File: src/hw/rtl/lsmm_pkg.sv
// Package for the lidar sector minimum/mean block.
// Holds the sector codes, register indexes, reset values and shared structs.
// No dependencies.
package lsmm_pkg;

	localparam int NUM_SECTORS = 6;
	localparam int SEC_W       = 3;
	localparam int ACC_EXTRA   = 10;
	localparam int QUEUE_DEPTH = 4;

	localparam logic [SEC_W-1:0] SEC_FRONT       = 3'd0;
	localparam logic [SEC_W-1:0] SEC_FRONT_RIGHT = 3'd1;
	localparam logic [SEC_W-1:0] SEC_REAR_RIGHT  = 3'd2;
	localparam logic [SEC_W-1:0] SEC_REAR        = 3'd3;
	localparam logic [SEC_W-1:0] SEC_REAR_LEFT   = 3'd4;
	localparam logic [SEC_W-1:0] SEC_FRONT_LEFT  = 3'd5;

	localparam int SPS_W      = 11;
	localparam int RANGE_W    = 16;
	localparam int CFG_IDX_W  = 2;
	localparam int CFG_DATA_W = 16;

	localparam logic [CFG_IDX_W-1:0] REG_SAMPLES_PER_SCAN = 2'd0;
	localparam logic [CFG_IDX_W-1:0] REG_RANGE_LIMIT      = 2'd1;
	localparam logic [CFG_IDX_W-1:0] REG_ZONE_MODE        = 2'd2;

	localparam logic MODE_MIN  = 1'b0;
	localparam logic MODE_MEAN = 1'b1;

	localparam logic [SPS_W-1:0]   SPS_RST   = 11'd360;
	localparam logic [RANGE_W-1:0] RANGE_RST = 16'd8000;
	localparam logic               MODE_RST  = MODE_MIN;

	typedef struct packed {
		logic [SPS_W-1:0]   samples_per_scan;
		logic [RANGE_W-1:0] range_limit;
		logic               zone_mode;
	} lsmm_cfg_t;

	typedef struct packed {
		logic [SEC_W-1:0] sector;
		logic             hit;
		logic             last;
		logic             mode;
	} lsmm_tag_t;

endpackage

File: src/hw/rtl/lidar_sector_min_mean_top.sv
// Top level of the lidar sector minimum/mean block: configuration registers,
// front classifier, request queue and accumulating back. Depends on lsmm_pkg.
//
//   channel | signals                                    | direction
//   --------+--------------------------------------------+----------
//   in      | in_valid, in_ready, distance               | sink
//   out     | out_valid, out_ready, six sectors, empty   | source
//   cfg     | cfg_wr_en, cfg_index, cfg_data             | sink, write only
//
// One sample request is taken per cycle while the four-entry queue has room.
// At scan end the back visits the six sectors in turn, in minimum mode without
// division and in mean mode through the shared bit-serial divider for each nonempty
// sector; the front keeps filling the queue meanwhile.
// A waiting result stalls only the next scan end; reset loads the accumulators
// with the reset range limit.
module lidar_sector_min_mean_top import lsmm_pkg::*; #(
	parameter int MAX_SAMPLES   = 1024,
	parameter int DISTANCE_BITS = 16
) (
	input  logic                     clk,
	input  logic                     arst_n,
	input  logic                     cfg_wr_en,
	input  logic [CFG_IDX_W-1:0]     cfg_index,
	input  logic [CFG_DATA_W-1:0]    cfg_data,
	input  logic                     in_valid,
	output logic                     in_ready,
	input  logic [DISTANCE_BITS-1:0] distance,
	output logic                     out_valid,
	input  logic                     out_ready,
	output logic [DISTANCE_BITS-1:0] front,
	output logic [DISTANCE_BITS-1:0] front_right,
	output logic [DISTANCE_BITS-1:0] rear_right,
	output logic [DISTANCE_BITS-1:0] rear,
	output logic [DISTANCE_BITS-1:0] rear_left,
	output logic [DISTANCE_BITS-1:0] front_left,
	output logic [NUM_SECTORS-1:0]   empty_sectors
);

	localparam int TAG_W = $bits(lsmm_tag_t);
	localparam int Q_W   = TAG_W + DISTANCE_BITS;

	lsmm_cfg_t                cfg_q;
	logic                     q_push;
	logic                     q_pop;
	logic                     q_full;
	logic                     q_empty;
	lsmm_tag_t                push_tag;
	logic [DISTANCE_BITS-1:0] push_dist;
	logic [Q_W-1:0]           q_rdata;
	lsmm_tag_t                pop_tag;
	logic [DISTANCE_BITS-1:0] pop_dist;
	logic [DISTANCE_BITS-1:0] sector_val [NUM_SECTORS];

	always_ff @(posedge clk or negedge arst_n) begin
		if (!arst_n) begin
			cfg_q.samples_per_scan <= SPS_RST;
			cfg_q.range_limit      <= RANGE_RST;
			cfg_q.zone_mode        <= MODE_RST;
		end else if (cfg_wr_en) begin
			unique case (cfg_index)
				REG_SAMPLES_PER_SCAN: cfg_q.samples_per_scan <= cfg_data[SPS_W-1:0];
				REG_RANGE_LIMIT:      cfg_q.range_limit      <= cfg_data[RANGE_W-1:0];
				REG_ZONE_MODE:        cfg_q.zone_mode        <= cfg_data[0];
				default: begin
				end
			endcase
		end
	end

	lsmm_front #(
		.MAX_SAMPLES  (MAX_SAMPLES),
		.DISTANCE_BITS(DISTANCE_BITS)
	) u_front (
		.clk     (clk),
		.arst_n  (arst_n),
		.cfg     (cfg_q),
		.in_valid(in_valid),
		.in_ready(in_ready),
		.distance(distance),
		.q_full  (q_full),
		.q_push  (q_push),
		.q_tag   (push_tag),
		.q_dist  (push_dist)
	);

	lsmm_fifo #(
		.WIDTH(Q_W),
		.DEPTH(QUEUE_DEPTH)
	) u_fifo (
		.clk   (clk),
		.arst_n(arst_n),
		.push  (q_push),
		.wdata ({push_tag, push_dist}),
		.full  (q_full),
		.pop   (q_pop),
		.rdata (q_rdata),
		.empty (q_empty)
	);

	assign pop_tag  = q_rdata[Q_W-1:DISTANCE_BITS];
	assign pop_dist = q_rdata[DISTANCE_BITS-1:0];

	lsmm_back #(
		.MAX_SAMPLES  (MAX_SAMPLES),
		.DISTANCE_BITS(DISTANCE_BITS)
	) u_back (
		.clk       (clk),
		.arst_n    (arst_n),
		.cfg       (cfg_q),
		.q_empty   (q_empty),
		.q_tag     (pop_tag),
		.q_dist    (pop_dist),
		.q_pop     (q_pop),
		.out_valid (out_valid),
		.out_ready (out_ready),
		.sector_val(sector_val),
		.empty_mask(empty_sectors)
	);

	assign front       = sector_val[SEC_FRONT];
	assign front_right = sector_val[SEC_FRONT_RIGHT];
	assign rear_right  = sector_val[SEC_REAR_RIGHT];
	assign rear        = sector_val[SEC_REAR];
	assign rear_left   = sector_val[SEC_REAR_LEFT];
	assign front_left  = sector_val[SEC_FRONT_LEFT];

endmodule

File: src/hw/rtl/lsmm_fifo.sv
// Short request queue between the classifying front and the accumulating back.
// Generic width and depth; no package dependency.
module lsmm_fifo #(
	parameter int WIDTH = 23,
	parameter int DEPTH = 4
) (
	input  logic             clk,
	input  logic             arst_n,
	input  logic             push,
	input  logic [WIDTH-1:0] wdata,
	output logic             full,
	input  logic             pop,
	output logic [WIDTH-1:0] rdata,
	output logic             empty
);

	localparam int PTR_W = (DEPTH > 1) ? $clog2(DEPTH) : 1;
	localparam int CNT_W = $clog2(DEPTH + 1);

	logic [WIDTH-1:0] mem_q [DEPTH];
	logic [PTR_W-1:0] wr_ptr_q;
	logic [PTR_W-1:0] rd_ptr_q;
	logic [CNT_W-1:0] cnt_q;

	assign full  = (cnt_q == CNT_W'(DEPTH));
	assign empty = (cnt_q == '0);
	assign rdata = mem_q[rd_ptr_q];

	always_ff @(posedge clk or negedge arst_n) begin
		if (!arst_n) begin
			wr_ptr_q <= '0;
			rd_ptr_q <= '0;
			cnt_q    <= '0;
		end else begin
			if (push) begin
				wr_ptr_q <= (wr_ptr_q == PTR_W'(DEPTH - 1)) ? '0 : wr_ptr_q + 1'b1;
			end
			if (pop) begin
				rd_ptr_q <= (rd_ptr_q == PTR_W'(DEPTH - 1)) ? '0 : rd_ptr_q + 1'b1;
			end
			if (push && !pop) begin
				cnt_q <= cnt_q + 1'b1;
			end else if (pop && !push) begin
				cnt_q <= cnt_q - 1'b1;
			end
		end
	end

	always_ff @(posedge clk) begin
		if (push) begin
			mem_q[wr_ptr_q] <= wdata;
		end
	end

	a_no_overflow: assert property (@(posedge clk) disable iff (!arst_n) push |-> !full)
		else $error("Queue written while full.");
	a_no_underflow: assert property (@(posedge clk) disable iff (!arst_n) pop |-> !empty)
		else $error("Queue read while empty.");

endmodule

File: src/hw/rtl/lsmm_front.sv
// Front of the sector block: tracks the sample position and classifies each request
// into its sector before queueing it. Depends on lsmm_pkg.
module lsmm_front import lsmm_pkg::*; #(
	parameter int MAX_SAMPLES   = 1024,
	parameter int DISTANCE_BITS = 16
) (
	input  logic                     clk,
	input  logic                     arst_n,
	input  lsmm_cfg_t                cfg,
	input  logic                     in_valid,
	output logic                     in_ready,
	input  logic [DISTANCE_BITS-1:0] distance,
	input  logic                     q_full,
	output logic                     q_push,
	output lsmm_tag_t                q_tag,
	output logic [DISTANCE_BITS-1:0] q_dist
);

	localparam int POS_W = $clog2(MAX_SAMPLES);
	localparam int N_W   = $clog2(MAX_SAMPLES + 1);
	localparam int T_W   = N_W + 4;

	logic [POS_W-1:0] pos_q;
	logic [N_W-1:0]   n_eff;
	logic [N_W:0]     pos_inc;
	logic             last;
	logic [T_W-1:0]   t, n1, n3, n5, n7, n9, n11;
	logic [SEC_W-1:0] sector;

	always_comb begin
		if (cfg.samples_per_scan == '0) begin
			n_eff = N_W'(1);
		end else if (32'(cfg.samples_per_scan) > 32'(MAX_SAMPLES)) begin
			n_eff = N_W'(MAX_SAMPLES);
		end else begin
			n_eff = N_W'(cfg.samples_per_scan);
		end
	end

	assign t   = (T_W'(pos_q) << 3) + (T_W'(pos_q) << 2);
	assign n1  = T_W'(n_eff);
	assign n3  = (n1 << 1) + n1;
	assign n5  = (n1 << 2) + n1;
	assign n7  = (n1 << 3) - n1;
	assign n9  = (n1 << 3) + n1;
	assign n11 = (n1 << 3) + (n1 << 1) + n1;

	always_comb begin
		if (t < n1 || t >= n11) begin
			sector = SEC_FRONT;
		end else if (t < n3) begin
			sector = SEC_FRONT_RIGHT;
		end else if (t < n5) begin
			sector = SEC_REAR_RIGHT;
		end else if (t < n7) begin
			sector = SEC_REAR;
		end else if (t < n9) begin
			sector = SEC_REAR_LEFT;
		end else begin
			sector = SEC_FRONT_LEFT;
		end
	end

	assign pos_inc = (N_W + 1)'(pos_q) + 1'b1;
	assign last    = (pos_inc >= (N_W + 1)'(n_eff));

	assign in_ready     = !q_full;
	assign q_push       = in_valid && !q_full;
	assign q_dist       = distance;
	assign q_tag.sector = sector;
	assign q_tag.hit    = |distance;
	assign q_tag.last   = last;
	assign q_tag.mode   = cfg.zone_mode;

	always_ff @(posedge clk or negedge arst_n) begin
		if (!arst_n) begin
			pos_q <= '0;
		end else if (q_push) begin
			pos_q <= last ? '0 : pos_inc[POS_W-1:0];
		end
	end

endmodule

File: src/hw/rtl/lsmm_div.sv
// Restoring divider, one quotient bit per cycle, for the sector means.
// No package dependency.
module lsmm_div #(
	parameter int DVD_W = 26,
	parameter int DVS_W = 11
) (
	input  logic             clk,
	input  logic             arst_n,
	input  logic             start,
	input  logic [DVD_W-1:0] dividend,
	input  logic [DVS_W-1:0] divisor,
	output logic             done,
	output logic [DVD_W-1:0] quotient
);

	localparam int CNT_W = $clog2(DVD_W + 1);

	logic             busy_q;
	logic             done_q;
	logic [CNT_W-1:0] cnt_q;
	logic [DVS_W-1:0] rem_q;
	logic [DVS_W-1:0] dvs_q;
	logic [DVD_W-1:0] quo_q;
	logic [DVS_W:0]   trial;
	logic [DVS_W:0]   diff;
	logic             ge;

	assign trial    = {rem_q, quo_q[DVD_W-1]};
	assign ge       = (trial >= {1'b0, dvs_q});
	assign diff     = trial - {1'b0, dvs_q};
	assign done     = done_q;
	assign quotient = quo_q;

	always_ff @(posedge clk or negedge arst_n) begin
		if (!arst_n) begin
			busy_q <= 1'b0;
			done_q <= 1'b0;
			cnt_q  <= '0;
		end else begin
			done_q <= busy_q && (cnt_q == CNT_W'(1));
			if (start) begin
				busy_q <= 1'b1;
				cnt_q  <= CNT_W'(DVD_W);
			end else if (busy_q) begin
				cnt_q <= cnt_q - 1'b1;
				if (cnt_q == CNT_W'(1)) begin
					busy_q <= 1'b0;
				end
			end
		end
	end

	always_ff @(posedge clk) begin
		if (start) begin
			rem_q <= '0;
			dvs_q <= divisor;
			quo_q <= dividend;
		end else if (busy_q) begin
			rem_q <= ge ? diff[DVS_W-1:0] : trial[DVS_W-1:0];
			quo_q <= {quo_q[DVD_W-2:0], ge};
		end
	end

endmodule

File: src/hw/rtl/lsmm_back.sv
// Back of the sector block: applies queued requests to the sector accumulators and
// at scan end forms the six sector values, means via lsmm_div. Depends on lsmm_pkg.
module lsmm_back import lsmm_pkg::*; #(
	parameter int MAX_SAMPLES   = 1024,
	parameter int DISTANCE_BITS = 16
) (
	input  logic                     clk,
	input  logic                     arst_n,
	input  lsmm_cfg_t                cfg,
	input  logic                     q_empty,
	input  lsmm_tag_t                q_tag,
	input  logic [DISTANCE_BITS-1:0] q_dist,
	output logic                     q_pop,
	output logic                     out_valid,
	input  logic                     out_ready,
	output logic [DISTANCE_BITS-1:0] sector_val [NUM_SECTORS],
	output logic [NUM_SECTORS-1:0]   empty_mask
);

	localparam int ACC_W = DISTANCE_BITS + ACC_EXTRA;
	localparam int CNT_W = $clog2(MAX_SAMPLES + 1);

	localparam logic [1:0] ST_RUN  = 2'd0;
	localparam logic [1:0] ST_PICK = 2'd1;
	localparam logic [1:0] ST_DIV  = 2'd2;

	logic [1:0]               state_q;
	logic [ACC_W-1:0]         acc_q [NUM_SECTORS];
	logic [CNT_W-1:0]         cnt_q [NUM_SECTORS];
	logic [SEC_W-1:0]         sec_q;
	logic                     fin_mode_q;
	logic                     pend_q;
	logic                     out_valid_q;
	logic [DISTANCE_BITS-1:0] res_q [NUM_SECTORS];
	logic [NUM_SECTORS-1:0]   res_mask_q;
	logic [DISTANCE_BITS-1:0] out_val_q [NUM_SECTORS];
	logic [NUM_SECTORS-1:0]   out_mask_q;

	logic [SEC_W-1:0]         rd_sec;
	logic [ACC_W-1:0]         acc_rd;
	logic [CNT_W-1:0]         cnt_rd;
	logic [ACC_W:0]           sum;
	logic [ACC_W-1:0]         dist_x;
	logic [ACC_W-1:0]         acc_new;
	logic [CNT_W-1:0]         cnt_new;
	logic [DISTANCE_BITS-1:0] sat_acc;
	logic [DISTANCE_BITS-1:0] sat_quo;
	logic [DISTANCE_BITS-1:0] res_new;
	logic [ACC_W-1:0]         reload;
	logic                     need_div;
	logic                     adv;
	logic                     last_sec;
	logic                     out_take;
	logic                     div_start;
	logic                     div_done;
	logic [ACC_W-1:0]         div_quo;

	assign rd_sec = (state_q == ST_RUN) ? q_tag.sector : sec_q;
	assign acc_rd = acc_q[rd_sec];
	assign cnt_rd = cnt_q[rd_sec];

	assign q_pop = (state_q == ST_RUN) && !q_empty && !(q_tag.last && pend_q);

	assign dist_x = ACC_W'(q_dist);
	assign sum    = {1'b0, acc_rd} + {1'b0, dist_x};

	always_comb begin
		if (q_tag.mode == MODE_MEAN) begin
			acc_new = sum[ACC_W] ? '1 : sum[ACC_W-1:0];
		end else begin
			acc_new = (dist_x < acc_rd) ? dist_x : acc_rd;
		end
	end

	assign cnt_new = (cnt_rd < CNT_W'(MAX_SAMPLES)) ? cnt_rd + 1'b1 : cnt_rd;

	assign sat_acc = (|acc_rd[ACC_W-1:DISTANCE_BITS]) ? '1 : acc_rd[DISTANCE_BITS-1:0];
	assign sat_quo = (|div_quo[ACC_W-1:DISTANCE_BITS]) ? '1 : div_quo[DISTANCE_BITS-1:0];

	assign need_div  = (fin_mode_q == MODE_MEAN) && (cnt_rd != '0);
	assign div_start = (state_q == ST_PICK) && need_div;
	assign adv       = ((state_q == ST_PICK) && !need_div) || ((state_q == ST_DIV) && div_done);
	assign last_sec  = (sec_q == SEC_FRONT_LEFT);
	assign out_take  = pend_q && (!out_valid_q || out_ready);
	assign reload    = (cfg.zone_mode == MODE_MEAN) ? '0 : ACC_W'(cfg.range_limit);

	always_comb begin
		if (state_q == ST_DIV) begin
			res_new = sat_quo;
		end else if (fin_mode_q == MODE_MEAN) begin
			res_new = '0;
		end else begin
			res_new = sat_acc;
		end
	end

	lsmm_div #(
		.DVD_W(ACC_W),
		.DVS_W(CNT_W)
	) u_div (
		.clk     (clk),
		.arst_n  (arst_n),
		.start   (div_start),
		.dividend(acc_rd),
		.divisor (cnt_rd),
		.done    (div_done),
		.quotient(div_quo)
	);

	always_ff @(posedge clk or negedge arst_n) begin
		if (!arst_n) begin
			state_q     <= ST_RUN;
			sec_q       <= SEC_FRONT;
			fin_mode_q  <= MODE_RST;
			pend_q      <= 1'b0;
			out_valid_q <= 1'b0;
			for (int s = 0; s < NUM_SECTORS; s++) begin
				acc_q[s] <= ACC_W'(RANGE_RST);
				cnt_q[s] <= '0;
			end
		end else begin
			unique case (state_q)
				ST_RUN: begin
					if (q_pop) begin
						if (q_tag.hit) begin
							acc_q[q_tag.sector] <= acc_new;
							cnt_q[q_tag.sector] <= cnt_new;
						end
						if (q_tag.last) begin
							fin_mode_q <= q_tag.mode;
							sec_q      <= SEC_FRONT;
							state_q    <= ST_PICK;
						end
					end
				end
				ST_PICK: begin
					if (need_div) begin
						state_q <= ST_DIV;
					end
				end
				ST_DIV: begin
				end
				default: begin
					state_q <= ST_RUN;
				end
			endcase

			if (adv) begin
				if (last_sec) begin
					for (int s = 0; s < NUM_SECTORS; s++) begin
						acc_q[s] <= reload;
						cnt_q[s] <= '0;
					end
					state_q <= ST_RUN;
				end else begin
					sec_q   <= sec_q + 1'b1;
					state_q <= ST_PICK;
				end
			end

			if (adv && last_sec) begin
				pend_q <= 1'b1;
			end else if (out_take) begin
				pend_q <= 1'b0;
			end

			if (out_take) begin
				out_valid_q <= 1'b1;
			end else if (out_ready) begin
				out_valid_q <= 1'b0;
			end
		end
	end

	always_ff @(posedge clk) begin
		if (adv) begin
			res_q[sec_q]      <= res_new;
			res_mask_q[sec_q] <= (cnt_rd == '0);
		end
		if (out_take) begin
			out_val_q  <= res_q;
			out_mask_q <= res_mask_q;
		end
	end

	assign out_valid  = out_valid_q;
	assign sector_val = out_val_q;
	assign empty_mask = out_mask_q;

	a_out_from_result: assert property (@(posedge clk) disable iff (!arst_n)
		$rose(out_valid_q) |-> $past(pend_q))
		else $error("Result presented without a finished scan.");
	a_div_mean_only: assert property (@(posedge clk) disable iff (!arst_n)
		(state_q == ST_DIV) |-> (fin_mode_q == MODE_MEAN))
		else $error("Division started outside mean mode.");
	a_done_in_div: assert property (@(posedge clk) disable iff (!arst_n)
		div_done |-> (state_q == ST_DIV))
		else $error("Divider finished while not awaited.");

endmodule

File: config.mk
export PLATFORM = sky130hd
export DESIGN_NAME = lidar_sector_min_mean_top
export DESIGN_NICKNAME = d
export VERILOG_FILES = /design/src/hw/rtl/lsmm_pkg.sv /design/src/hw/rtl/lidar_sector_min_mean_top.sv /design/src/hw/rtl/lsmm_fifo.sv /design/src/hw/rtl/lsmm_front.sv /design/src/hw/rtl/lsmm_div.sv /design/src/hw/rtl/lsmm_back.sv
export SDC_FILE = /design/constraint.sdc
export NUM_CORES = 1
export LEC_CHECK = 0
export BUFFER_PORTS_ARGS = -buffer_cell sky130_fd_sc_hd__clkbuf_2
export CORE_ASPECT_RATIO = 1.4
export CORE_MARGIN = 1
export CORE_UTILIZATION = 59
export CTS_BUF_LIST = sky130_fd_sc_hd__clkbuf_8 sky130_fd_sc_hd__clkbuf_16
export CTS_CLUSTER_DIAMETER = 80
export DETAILED_ROUTE_END_ITERATION = 12
export PLACE_DENSITY = 0.77
export REMOVE_ABC_BUFFERS = 1
export SLEW_MARGIN = 30
export SYNTH_ARGS = -nofsm -noshare
export SYNTH_HDL_FRONTEND = slang
export SYNTH_HIERARCHICAL = 1
export SYNTH_SLANG_ARGS = --single-unit
File: constraint.sdc
create_clock -name clk -period 11.26 [get_ports clk]
set_input_delay 0 -clock clk [delete_from_list [all_inputs] [get_ports clk]]
set_output_delay 0 -clock clk [all_outputs]
set_load 0.005 [all_outputs]
Word level (Yosys, flattened, before mapping). Memory sizes are Yosys's and may differ from the RTL's. Index checks and enable logic that the tools add are counted.

Memories: 1. Input port bits: 39. Register bits: 534. Bits in latches: 0. RAM bits: 88. Memory bits (read-only): 0. Word-level logic and storage cells: 215.

Memories: u_fifo.mem_q (words 4, width 22, rd ports 1, clocked after Yosys merged registers in 0, write ports 1, RTL line lsmm_fifo.sv:20) `logic [WIDTH-1:0] mem_q [DEPTH];`.

Multiply operators: 0. Reduce and logical (&&, ||, !) cells: 44. $add $sub $neg: 17. Bitwise operators: 3. Equal/unequal tests: 13. Div/mod/pow operators: 0. Order comparisons: 18. Shift operators: 0. Mux-type cells: 75.

Operators by type and width (number): $mux 156 (5); $mux 66 (5); $mux 26 (8); $bwmux 156 (1); $bwmux 96 (1); $mux 16 (6); $bmux 26 s3 (1); $demux 26 s3 (1); $mux 11 (7); $bwmux 66 (1); $lt 15x15->1 (4); $demux 16 s3 (1); $mux 3 (12); $bmux 11 s3 (1); $demux 11 s3 (1); $add 26x16->27 (1); $lt 16x26->1 (1); $ge 12x11->1 (2); $logic_not 11->1 (2); $reduce_or 10->1 (2); $logic_and 1x1->1 (16); $reduce_or 16->1 (1); $add 14x11->15 (1); $add 14x12->15 (1); 44 further kinds (88).

Depth between registers and ports, before layout. Gate-level depths: netlist (run 1).

Depth in word-level cells: 15. Depth in mapped cells: 27. Depth with buffers taken out: 19.

Modules after synthesis. The synthesis (run 1) kept the hierarchy.

Modules (own cells, without submodules): lsmm_back (times used 1, cells each 1709, seq. area each 11926.4 um2, area each 19994.2 um2); lsmm_front (times used 1, cells each 614, seq. area each 250.2 um2, area each 5029.8 um2); lsmm_fifo (times used 1, cells each 152, seq. area each 2817.7 um2, area each 3626.0 um2); lsmm_div (times used 1, cells each 225, seq. area each 1506.4 um2, area each 2806.4 um2); lidar_sector_min_mean_top (times used 1, cells each 61, seq. area each 713.2 um2, area each 1166.1 um2).

Least setup slack after synthesis (run 1). Ideal clock, no wire load.

Path kind: reg-to-reg. Start point: reg u_fifo.rd_ptr_q[0]. End point: reg u_back/acc_q[54] in the netlist's numbering. Cell stages (with the launch flop): 23. Buffers on the path: 6. Path slack: 5.459 ns. Setup time: 0.135 ns. Required time: 11.125 ns. Arrival: 5.666 ns. Path through: dfrtp_1 -> buf_6 -> buf_12 -> mux4_2 -> or3b_2 -> buf_2 -> nand2_2 -> buf_2 -> buf_2 -> mux4_2 -> nand2_1 -> o21ai_0 -> ha_1 -> or2_2 -> a211oi_1 -> o31ai_1 -> a221oi_1 -> o22ai_1 -> nor4_4 -> buf_6 -> mux2_1 -> a21oi_2 -> o211ai_1.

Word-level cells in the longest chain between the ends: 15. Elaborated cells between the ends (all ways): 34. Those cells by class: add/sub (1); order compare (3); mux (18); bitwise (2); reduce/logical (9); memory (1).

RTL lines: start, declared (RTL line lsmm_fifo.sv:22) `logic [PTR_W-1:0] rd_ptr_q;`; start signal, assigned (RTL line lsmm_fifo.sv:39) `rd_ptr_q <= (rd_ptr_q == PTR_W'(DEPTH - 1)) ? '0 : rd_ptr_q + 1'b1;`; $mem_v2 4x22 (*); named net q_rdata[19] (RTL line lidar_sector_min_mean_top.sv:49) `logic [Q_W-1:0] q_rdata;`; $mux 3 (*) (RTL line lsmm_back.sv:58) `assign rd_sec = (state_q == ST_RUN) ? q_tag.sector : sec_q;`; $not 3->4 (not written as such) (*) (RTL line lsmm_back.sv:59) `assign acc_rd = acc_q[rd_sec];`; $bmux 26 s3 (*) (RTL line lsmm_back.sv:59); $mux 26 (not written as such) (*) (2 in series) (RTL line lsmm_back.sv:59); named net u_back.acc_rd[1] (RTL line lsmm_back.sv:40) `logic [ACC_W-1:0] acc_rd;`; $add 26x16->27 / $lt 16x26->1 (equally long branches) (RTL line lsmm_back.sv:65, lsmm_back.sv:71); $mux 26, on equally long branches (RTL line lsmm_back.sv:69, lsmm_back.sv:71); $mux 26 (*) (RTL line lsmm_back.sv:68) `if (q_tag.mode == MODE_MEAN) begin`; $bwmux 156 (*) (RTL line lsmm_back.sv:126) `acc_q[q_tag.sector] <= acc_new;`; $mux 156 (*) (RTL line lsmm_back.sv:125) `if (q_tag.hit) begin`; $mux 156 (*) (RTL line lsmm_back.sv:124) `if (q_pop) begin`; $mux 156 (*) (RTL line lsmm_back.sv:122) `unique case (state_q)`; $mux 156 (RTL line lsmm_back.sv:149) `if (last_sec) begin`; $mux 156 (*) (RTL line lsmm_back.sv:148) `if (adv) begin`; end signal, assigned by index (RTL line lsmm_back.sv:118) `acc_q[s] <= ACC_W'(RANGE_RST);`; end signal, assigned by index (RTL line lsmm_back.sv:126); end signal, assigned by index (RTL line lsmm_back.sv:151) `acc_q[s] <= reload;`; end, declared (RTL line lsmm_back.sv:28) `logic [ACC_W-1:0] acc_q [NUM_SECTORS];`.

The timed path passes the listed nets; every way through them passes the cells marked *. The select of a mux whose other input is x is not followed. A chain may end at the register's enable or synchronous reset.

Worst setup path in the final report (run 1).
Start point: reg u_fifo.rd_ptr_q[1]. End point: reg u_back/acc_q[75] in the netlist's numbering.

Same word-level chain as after synthesis.

==> metrics.md, run 1 <==
| Metric | Value |
|---|---|
| Met3 Use GR | `0.0362` |
| Synth top area cells | `edfxtp_1, dfrtp_1, ha_1` |
| Sink Count | `622` |
| Clock Path Buffers | `3` |
| Critical Path Start | `u_fifo/rd_ptr_q[1]$_DFFE_PN0P_` |
| Startpoint type of the worst setup path | `flop` |
| Tmin final | `7.09 ns` |
| Area growth syn-to-layout | `11.9%` |
| Hold slack | `0.0336 ns` |
| Synth Register Bits | `622` |
| Final hold viol count | `0` |
| Share of cells above drive strength 1 | `0.184` |
| Vias per std cell | `6.41` |
| Dpl cell area | `34000 um^2` |
| Initial DRC count | `1952` |
| Internal | `6.77 mW` |
| Synth top area share | `0.303` |
| Ys flop type | `edfxtp_1` |
| Cell taking the most area after synthesis | `edfxtp_1` |
| Clock Skews | `0.0566 ns` |
| Number of remaining DRC errors | `0` |
| Met1 GRT Util | `0.365` |
| Worst Tran Pin Value | `1.08 ns` |
| Yosys warns | `6` |
| Post-synthesis adder-cell area fraction | `0.0850` |
| Buffers on Ports | `142` |
| Root buf cell | `clkbuf_16` |
| Fmax | `0.141 GHz` |
| Clk pin slew, worst setup/hold paths | `0.06 ns` |
| Switching power | `5.08 mW` |
| H-tree lvl count | `2` |
| Die height | `280 um` |
| Sw Share | `0.429` |
| Worst-path fanout max | `28` |
| CTS buffer count | `56` |
| Max Cap Viol | `0` |
| Worst-Skew Late Latency | `0.65 ns` |
| Sequential power share | `0.303` |
| CTS tree | `done` |
| Mux share of post-synthesis cell area | `0.0793` |
| Crit path cell chain | `mux4_2, or3b_2, nand2_2, buf_4, mux4_2, nand2_1, o21ai_0, ha_1, inv_1, fa_1, nor2b_1, o21ai_0, a31oi_1, a211o_1, a221o_1, nand4_1, buf_4, nand4_1, o211ai_1, o22ai_1` |
| Synth Area in Compound Gates | `0.142` |
| Cell count after synthesis | `2761` |
| Post-synth EDFFs | `329` |
| Synthesized area | `32600 um^2` |
| I/O pin cnt | `143` |
| Worst setup path class | `reg2reg` |
| Initial Utilization | `0.599` |
| Post-synthesis simple-gate area fraction | `0.101` |
| Fin crit share | `0.630` |
| Hold path startpoint | `in_valid` |
| Origin of the critical flop-to-flop path | `u_fifo/rd_ptr_q[1]$_DFFE_PN0P_` |
| Post-route antenna net violation count | `0` |
| Gpl congestion | `0.965` |
| Clock share of power | `0.170` |
| VDD IR max | `0.000250 V` |
| HP Class | `in2reg` |
| First-pass GRT wire length | `133 mm` |
| DP Wirelength | `57.0 mm` |
| Number of distinct library cells after synthesis | `108` |
| Leakage | `15.1 nW` |
| Final setup viols | `0` |
| Slowest cell on crit path | `or3b_2` |
| Cell Pwr Density | `325 nW/um^2` |
| Outcome | `finished, final reports clean` |
| Row cnt | `101` |
| M2 GR Usage | `0.527` |
| RSZ-0062 raised after global routing | `no` |
| CP Data Arrival Time | `7.57 ns` |
| Combinational power share | `0.527` |
| DRT Pass-1 Iters | `5` |
| CP required | `11.74 ns` |
| Nets@finish | `3153` |
| Combinational family with the most area after synthesis | `compound AO/OA/AOI/OAI gates` |
| GRT Total Usage | `0.303` |
| Die area | `56200 um^2` |
| Largest stage delay on the critical path | `0.72 ns` |
| Post-synthesis sequential area ratio | `0.528` |
| Worst slew margin | `0.276` |
| Core ar. | `54500 um^2` |
| Largest net degree at the start of global routing | `176` |
| Routed wire length | `84.7 mm` |
| # diodes | `0` |
| Syn_area_per_cell | `11.8 um^2` |
| XOR/XNOR Fraction of Synth Area | `0.0260` |
| Wire length per cell | `23.1 um` |
| Overall die width | `201 um` |
| Initial antenna violation count | `0` |
| DR vias | `23500` |
| Busiest grt layer | `met2` |
| Number of global-route vias before repair | `24000` |
| Slew Limit Fails | `0` |
| CP Capture Type | `flop` |
| Grt ovf | `0` |
| Setup tns final | `0 ns` |
| Asr flop ratio synth | `0.453` |
| Design Area, Final | `36500 um^2` |
[path summary, 6_finish.rpt]
path	end	slack (ns)	cells past startpoint
min in group asynchronous	cfg_q[4]$_DFFE_PN0P_	0.08	2
setup reg to reg	u_back/acc_q[75]$_DFF_PN0_	4.17	20
hold / removal	u_front/pos_q[0]$_DFFE_PN0P_	0.03	4
max in group asynchronous	u_back/u_div/cnt_q[3]$_DFFE_PN0P_	9.79	4
setup / recovery	u_back/acc_q[75]$_DFF_PN0_	4.17	20
hold reg to reg	u_back/sector_val[42]$_DFFE_PP_	0.41	0
[cells in the mapped netlist (all sizes together), types with 46 or more instances]
cell type,instances
a21oi,191
buf,57
clkbuf,103
dfrtp,236
dfstp,46
edfxtp,329
ha,196
inv,117
mux2,94
mux2i,51
nand2,318
nand3,68
nor2,124
o21ai,108
o221ai,79
xnor2,64
[worst max-delay path: cells and delay by family, from the launching register on]
| family | cells | cell delay, ns |
|---|---|---|
| and+or+nand+nor | 6 | 1.52 |
| adders and majority gates | 2 | 0.53 |
| AOI/OAI and AO/OA | 7 | 2.13 |
| DFF | 1 | 0.71 |
| muxes | 2 | 1.07 |
| buffers and inverters | 3 | 0.88 |
[kinds of logic after synthesis]
family / Yosys count
compound gates: 660
xor+xnor: 97
simple gates: 706
fa+ha+maj: 212
flops: 622
buf+inv: 278
mux: 185
other cells: 1
[sequential cells by signal (all words and copies together) (netlist names), 2 cells and up]
register and flops:
u_back/state_q 2, u_back/empty_mask 6, cfg_q 28, u_fifo/rd_ptr_q 2, u_back/u_div/dvs_q 11, u_back/sec_q 3, u_back/u_div/cnt_q 5, u_back/u_div/quotient 26
u_back/res_q 96, u_back/acc_q 156, u_fifo/cnt_q 3, u_back/sector_val 96, u_back/cnt_q 66, u_back/res_mask_q 6, u_fifo/mem_q 88, u_fifo/wr_ptr_q 2
u_back/u_div/rem_q 11, u_front/pos_q 10
[layout make-up]
type | instances | area (um^2)
clock inverter | 37 | 409
clock buffer | 69 | 1580
inverter | 118 | 443
multi-input combinational | 1861 | 14300
tap | 721 | 902
fill | 3974 | 18000
sequential | 622 | 17200
timing repair buffer | 243 | 1640
[power groups by stage]
stage / combinational (mW) / sequential [mW] / clock [mW]
after floorplan: 4.19 / 3.53 / 0
after global placement: 5.87 / 3.59 / 0
after detailed placement: 6.06 / 3.62 / 0
after CTS: 6.14 / 3.59 / 2.04
after global routing: 6.73 / 3.65 / 2.12
final: 6.25 / 3.60 / 2.01
[per-stage QoR]
stage	instances	setup WS (ns)	util	power (mW)
after CTS	3668	3.93	0.669	11.8
final	3671	4.17	0.670	11.9
after global placement	3519	4.08	0.624	9.46
after detailed placement	3520	3.97	0.624	9.69
after floorplan	2601	2.99	-	7.72
after global routing	3671	3.77	0.670	12.5
[metal layers]
layer / wire length (um) / share of wire
met1: 31900 / 0.38
met2: 42800 / 0.50
met3: 5320 / 0.063
met4: 4710 / 0.056
met5: 0 / 0
[repair_timing]
item | 4_1_cts | 5_1_grt
hold buffers | 42 | 0
buffers inserted | 0 | 0
gates resized for setup | 0 | 0
hold endpoints to repair | 205 | 0
[layout by cell type, fill, tap and decap left out, types with 21 or more instances in the layout]
| cell | Yosys | final |
|---|---|---|
| a21o_1 | 33 | 33 |
| nand3_1 | 66 | 65 |
| dfstp_2 | 46 | 46 |
| nor4_1 | 22 | 21 |
| o221ai_1 | 79 | 79 |
| mux2_4 | 27 | 27 |
| o21ai_1 | 22 | 22 |
| dlygate4sd3_1 | 0 | 42 |
| a21oi_1 | 186 | 184 |
| mux2_2 | 63 | 63 |
| xor2_1 | 33 | 33 |
| mux4_2 | 36 | 36 |
| nor2_1 | 123 | 120 |
| dfrtp_1 | 236 | 235 |
| inv_1 | 114 | 124 |
| xnor2_1 | 64 | 64 |
| nor3_1 | 30 | 27 |
| o21ai_0 | 86 | 86 |
| ha_1 | 196 | 196 |
| clkbuf_2 | 0 | 141 |
| a211oi_1 | 22 | 22 |
| nand2_1 | 317 | 314 |
| o22ai_1 | 25 | 25 |
| clkbuf_16 | 0 | 56 |
| edfxtp_1 | 329 | 329 |
| mux2i_1 | 51 | 50 |
| nand2b_1 | 25 | 25 |
| buf_4 | 21 | 53 |
Power figures use the tool's default switching activity.
==> run 2: changes to the inputs <==
==> constraint.sdc (replaced) <==
create_clock -name clk -period 6.7 [get_ports clk]
set_input_delay 0 -clock clk [delete_from_list [all_inputs] [get_ports clk]]
set_output_delay 0 -clock clk [all_outputs]
set_load 0.005 [all_outputs]
==> metrics.md, run 2 (synthesis results as in run 1) <==
| Metric | Value |
|---|---|
| Outcome | `finished, final reports clean` |
| Worst reg2reg path depth | `16 (-20%)` |
| Wire length per cell | `23.3 um (+0.83%)` |
| Startpoint type of the worst setup path | `flop` |
| Routed wire length | `85.9 mm (+1.4%)` |
| Register area | `17200 um^2 (about the same)` |
| Area growth syn-to-layout | `12.8%` |
| Slowest cell on crit path | `o21ai_0` |
| Slew Limit Fails | `0 (unchanged)` |
| Root buf cell | `clkbuf_16` |
| Biggest register | `u_back/acc_q` |
| CTS tree | `done` |
| Vias per std cell | `6.39 (-0.25%)` |
| Most frequent cells in the layout | `edfxtp_1, nand2_1, dfrtp_1` |
| DR vias | `23600 (+0.29%)` |
| H-tree lvl count | `2 (unchanged)` |
| Worst-Skew Late Latency | `0.65 ns (about the same)` |
| Die area | `56200 um^2 (unchanged)` |
| Final Power | `20.3 mW (+71%)` |
| RSZ-0062 raised after global routing | `no` |
| Setup tns final | `0 ns (unchanged)` |
| Crit path cell chain | `buf_4, mux4_2, nor4b_1, a31oi_4, o21ai_0, ha_1, and4_1, o21ai_0, a31oi_1, a211o_1, a221o_1, nand4_1, buf_4, nand4_1, o211ai_1, o22ai_1` |
| Largest net degree at the start of global routing | `131 (-26%)` |
| Worst Tran Pin Value | `0.990 ns (-0.0937 ns)` |
| Die height | `280 um (unchanged)` |
| Reg-to-reg slack, setup | `0.41 ns (-3.76 ns)` |
| Postcts setup bufs | `0 (unchanged)` |
| Fmax | `0.159 GHz (+13%)` |
| Leakage | `15.3 nW (+0.88%)` |
| Number of global-route vias before repair | `24000 (-0.046%)` |
| Core ar. | `54500 um^2 (unchanged)` |
| CP required | `7.19 ns (-4.55 ns)` |
| GRT Total Usage | `0.307 (+0.00409)` |
| Worst slew margin | `0.339 (+0.0626)` |
| Max FFs per register | `156 (unchanged)` |
| Buffers on Ports | `142 (unchanged)` |
| CP Buf/Inv Count | `2 (-1)` |
| Clock Skews | `0.0654 ns (+0.00878 ns)` |
| # diodes | `0 (unchanged)` |
| Fill cell count | `3869 (-2.6%)` |
| Initial antenna violation count | `0 (unchanged)` |
| Row cnt | `101 (unchanged)` |
| Fin crit share | `0.939 (+0.309)` |
| VDD IR max | `0.000431 V (+72%)` |
| Dpl cell area | `34100 um^2 (+0.36%)` |
| Pre-CTS WS | `0.259 ns (-3.71 ns)` |
| Share of cells above drive strength 1 | `0.192 (+0.00718)` |
| Final std cells w/o fill | `3691 (+0.54%)` |
| WHS Path Cells | `4 (unchanged)` |
| CTS buffer count | `58 (+3.6%)` |
| Number of remaining DRC errors | `0 (unchanged)` |
| Worst Hold Endpoint | `u_front/pos_q[0]$_DFFE_PN0P_` |
| First-pass GRT wire length | `135 mm (+1.7%)` |
| Hold path startpoint | `in_valid` |
| Worst setup path class | `reg2reg` |
| DRT Pass-1 Iters | `6 (+1)` |
| Placed insts | `3536 (+0.45%)` |
| Reg-to-Reg End | `u_back/acc_q[101]$_DFF_PN0_` |
| Origin of the critical flop-to-flop path | `u_fifo/rd_ptr_q[0]$_DFFE_PN0P_` |
| Final setup viols | `0 (unchanged)` |
| I/O pin cnt | `143 (unchanged)` |
| Initial Utilization | `0.599 (unchanged)` |
| Largest stage delay on the critical path | `0.85 ns (+0.13 ns)` |
| DP Wirelength | `56.7 mm (-0.57%)` |
| Clk pin slew, worst setup/hold paths | `0.07 ns (about the same)` |
| Gpl congestion | `0.944 (-2.2%)` |
| HP Class | `in2reg` |
| Final hold viol count | `0 (unchanged)` |
| Most common cell after layout, fill and taps aside | `edfxtp_1` |
| CP Data Arrival Time | `6.78 ns (-0.79 ns)` |
| Design Area, Final | `36800 um^2 (+0.86%)` |
| Sink Count | `622 (unchanged)` |
| Post-route setup slack | `0.411 ns (-3.76 ns)` |
| Nets@finish | `3171 (+0.57%)` |
| Initial DRC count | `2314 (+19%)` |
| CP Capture Type | `flop` |
| Overall die width | `201 um (unchanged)` |
| Post-route antenna net violation count | `0 (unchanged)` |
| Multi-input gate area | `14300 um^2 (about the same)` |
| Max Cap Viol | `0 (unchanged)` |
| Clock Path Buffers | `3 (unchanged)` |
| Grt ovf | `0 (unchanged)` |
| Tmin final | `6.29 ns (-0.800 ns)` |
| Worst-path fanout max | `24 (-14%)` |
| Cell family with most CP delay | `compound AO/OA/AOI/OAI gates` |
| Cell Pwr Density | `552 nW/um^2 (+70%)` |
==> run 2: cell count changes in the layout (fill, tap and decap cells not counted), sizes merged <==
cell,before,now
clkbuf,210,212
bufinv,7,10
clkinv,18,22
inv,129,122
buf,60,76
clkinvlp,1,3
==> run 2: stage by stage <==
stage / hold WS, ns / util
6_report: 0.0626 / 0.676
5_1_grt: 0.0693 / 0.676
4_1_cts: 0.0228 / 0.674
3_5_place_dp: 0.195 / 0.627
3_3_place_gp: 0.173 / 0.626
2_1_floorplan: -0.296 / -
==> run 2: how the worst max path moves through the flow <==
stage | startpoint | to | cells after the start
after floorplan | u_fifo/rd_ptr_q[0]$_DFFE_PN0P_ | u_back/acc_q[134]$_DFF_PN0_ | 10
after global placement | u_fifo/rd_ptr_q[0]$_DFFE_PN0P_ | u_back/acc_q[36]$_DFF_PN1_ | 16
after detailed placement | u_fifo/rd_ptr_q[0]$_DFFE_PN0P_ | u_back/acc_q[88]$_DFF_PN1_ | 16
after CTS | u_fifo/rd_ptr_q[0]$_DFFE_PN0P_ | u_back/acc_q[61]$_DFF_PN1_ | 16
after global routing | u_fifo/rd_ptr_q[0]$_DFFE_PN0P_ | u_back/acc_q[61]$_DFF_PN1_ | 17
final | u_fifo/rd_ptr_q[0]$_DFFE_PN0P_ | u_back/acc_q[101]$_DFF_PN0_ | 16
==> run 2: final cells by class <==
| cell class | instances | share of cell area |
|---|---|---|
| multi-input combinational | 1861 | 0.388 |
| timing repair buffer | 259 | 0.0489 |
| clock buffer | 71 | 0.0443 |
| tap | 721 | 0.0245 |
| inverter | 118 | 0.0120 |
| clock inverter | 39 | 0.0142 |
| sequential | 622 | 0.468 |
==> run 2: worst reg2reg max path, cell delays in order (launching register included) <==
cell and delay, ns:
dfrtp_1 0.38, buf_4 0.42, mux4_2 0.70, nor4b_1 0.56
a31oi_4 0.22, o21ai_0 0.85, ha_1 0.45, and4_1 0.22
o21ai_0 0.09, a31oi_1 0.12, a211o_1 0.36, a221o_1 0.51
nand4_1 0.15, buf_4 0.29, nand4_1 0.13, o211ai_1 0.48
o22ai_1 0.20
==> run 2: power by group <==
part / internal [mW] / leakage [nW] / total, mW / switching, mW
Combinational: 4.00 / 7.46 / 10.7 / 6.67
Sequential: 5.49 / 6.75 / 6.01 / 0.522
Clock: 2.13 / 1.06 / 3.62 / 1.49
Total: 11.6 / 15.3 / 20.3 / 8.68
==> run 2: layer usage <==
layer,track usage,share of wire,up-vias
met4,0.134,0.045,0
met1,0.373,0.38,11700
met2,0.548,0.51,1044
met5,0,0,-
met3,0.0417,0.060,249
li1,-,-,10600
==> run 2: repair_timing <==
item,in CTS,in global routing
endpoints found under the hold margin,212,43
resized for setup,0,3
hold buffers,41,1
endpoints found under the setup margin,0,47
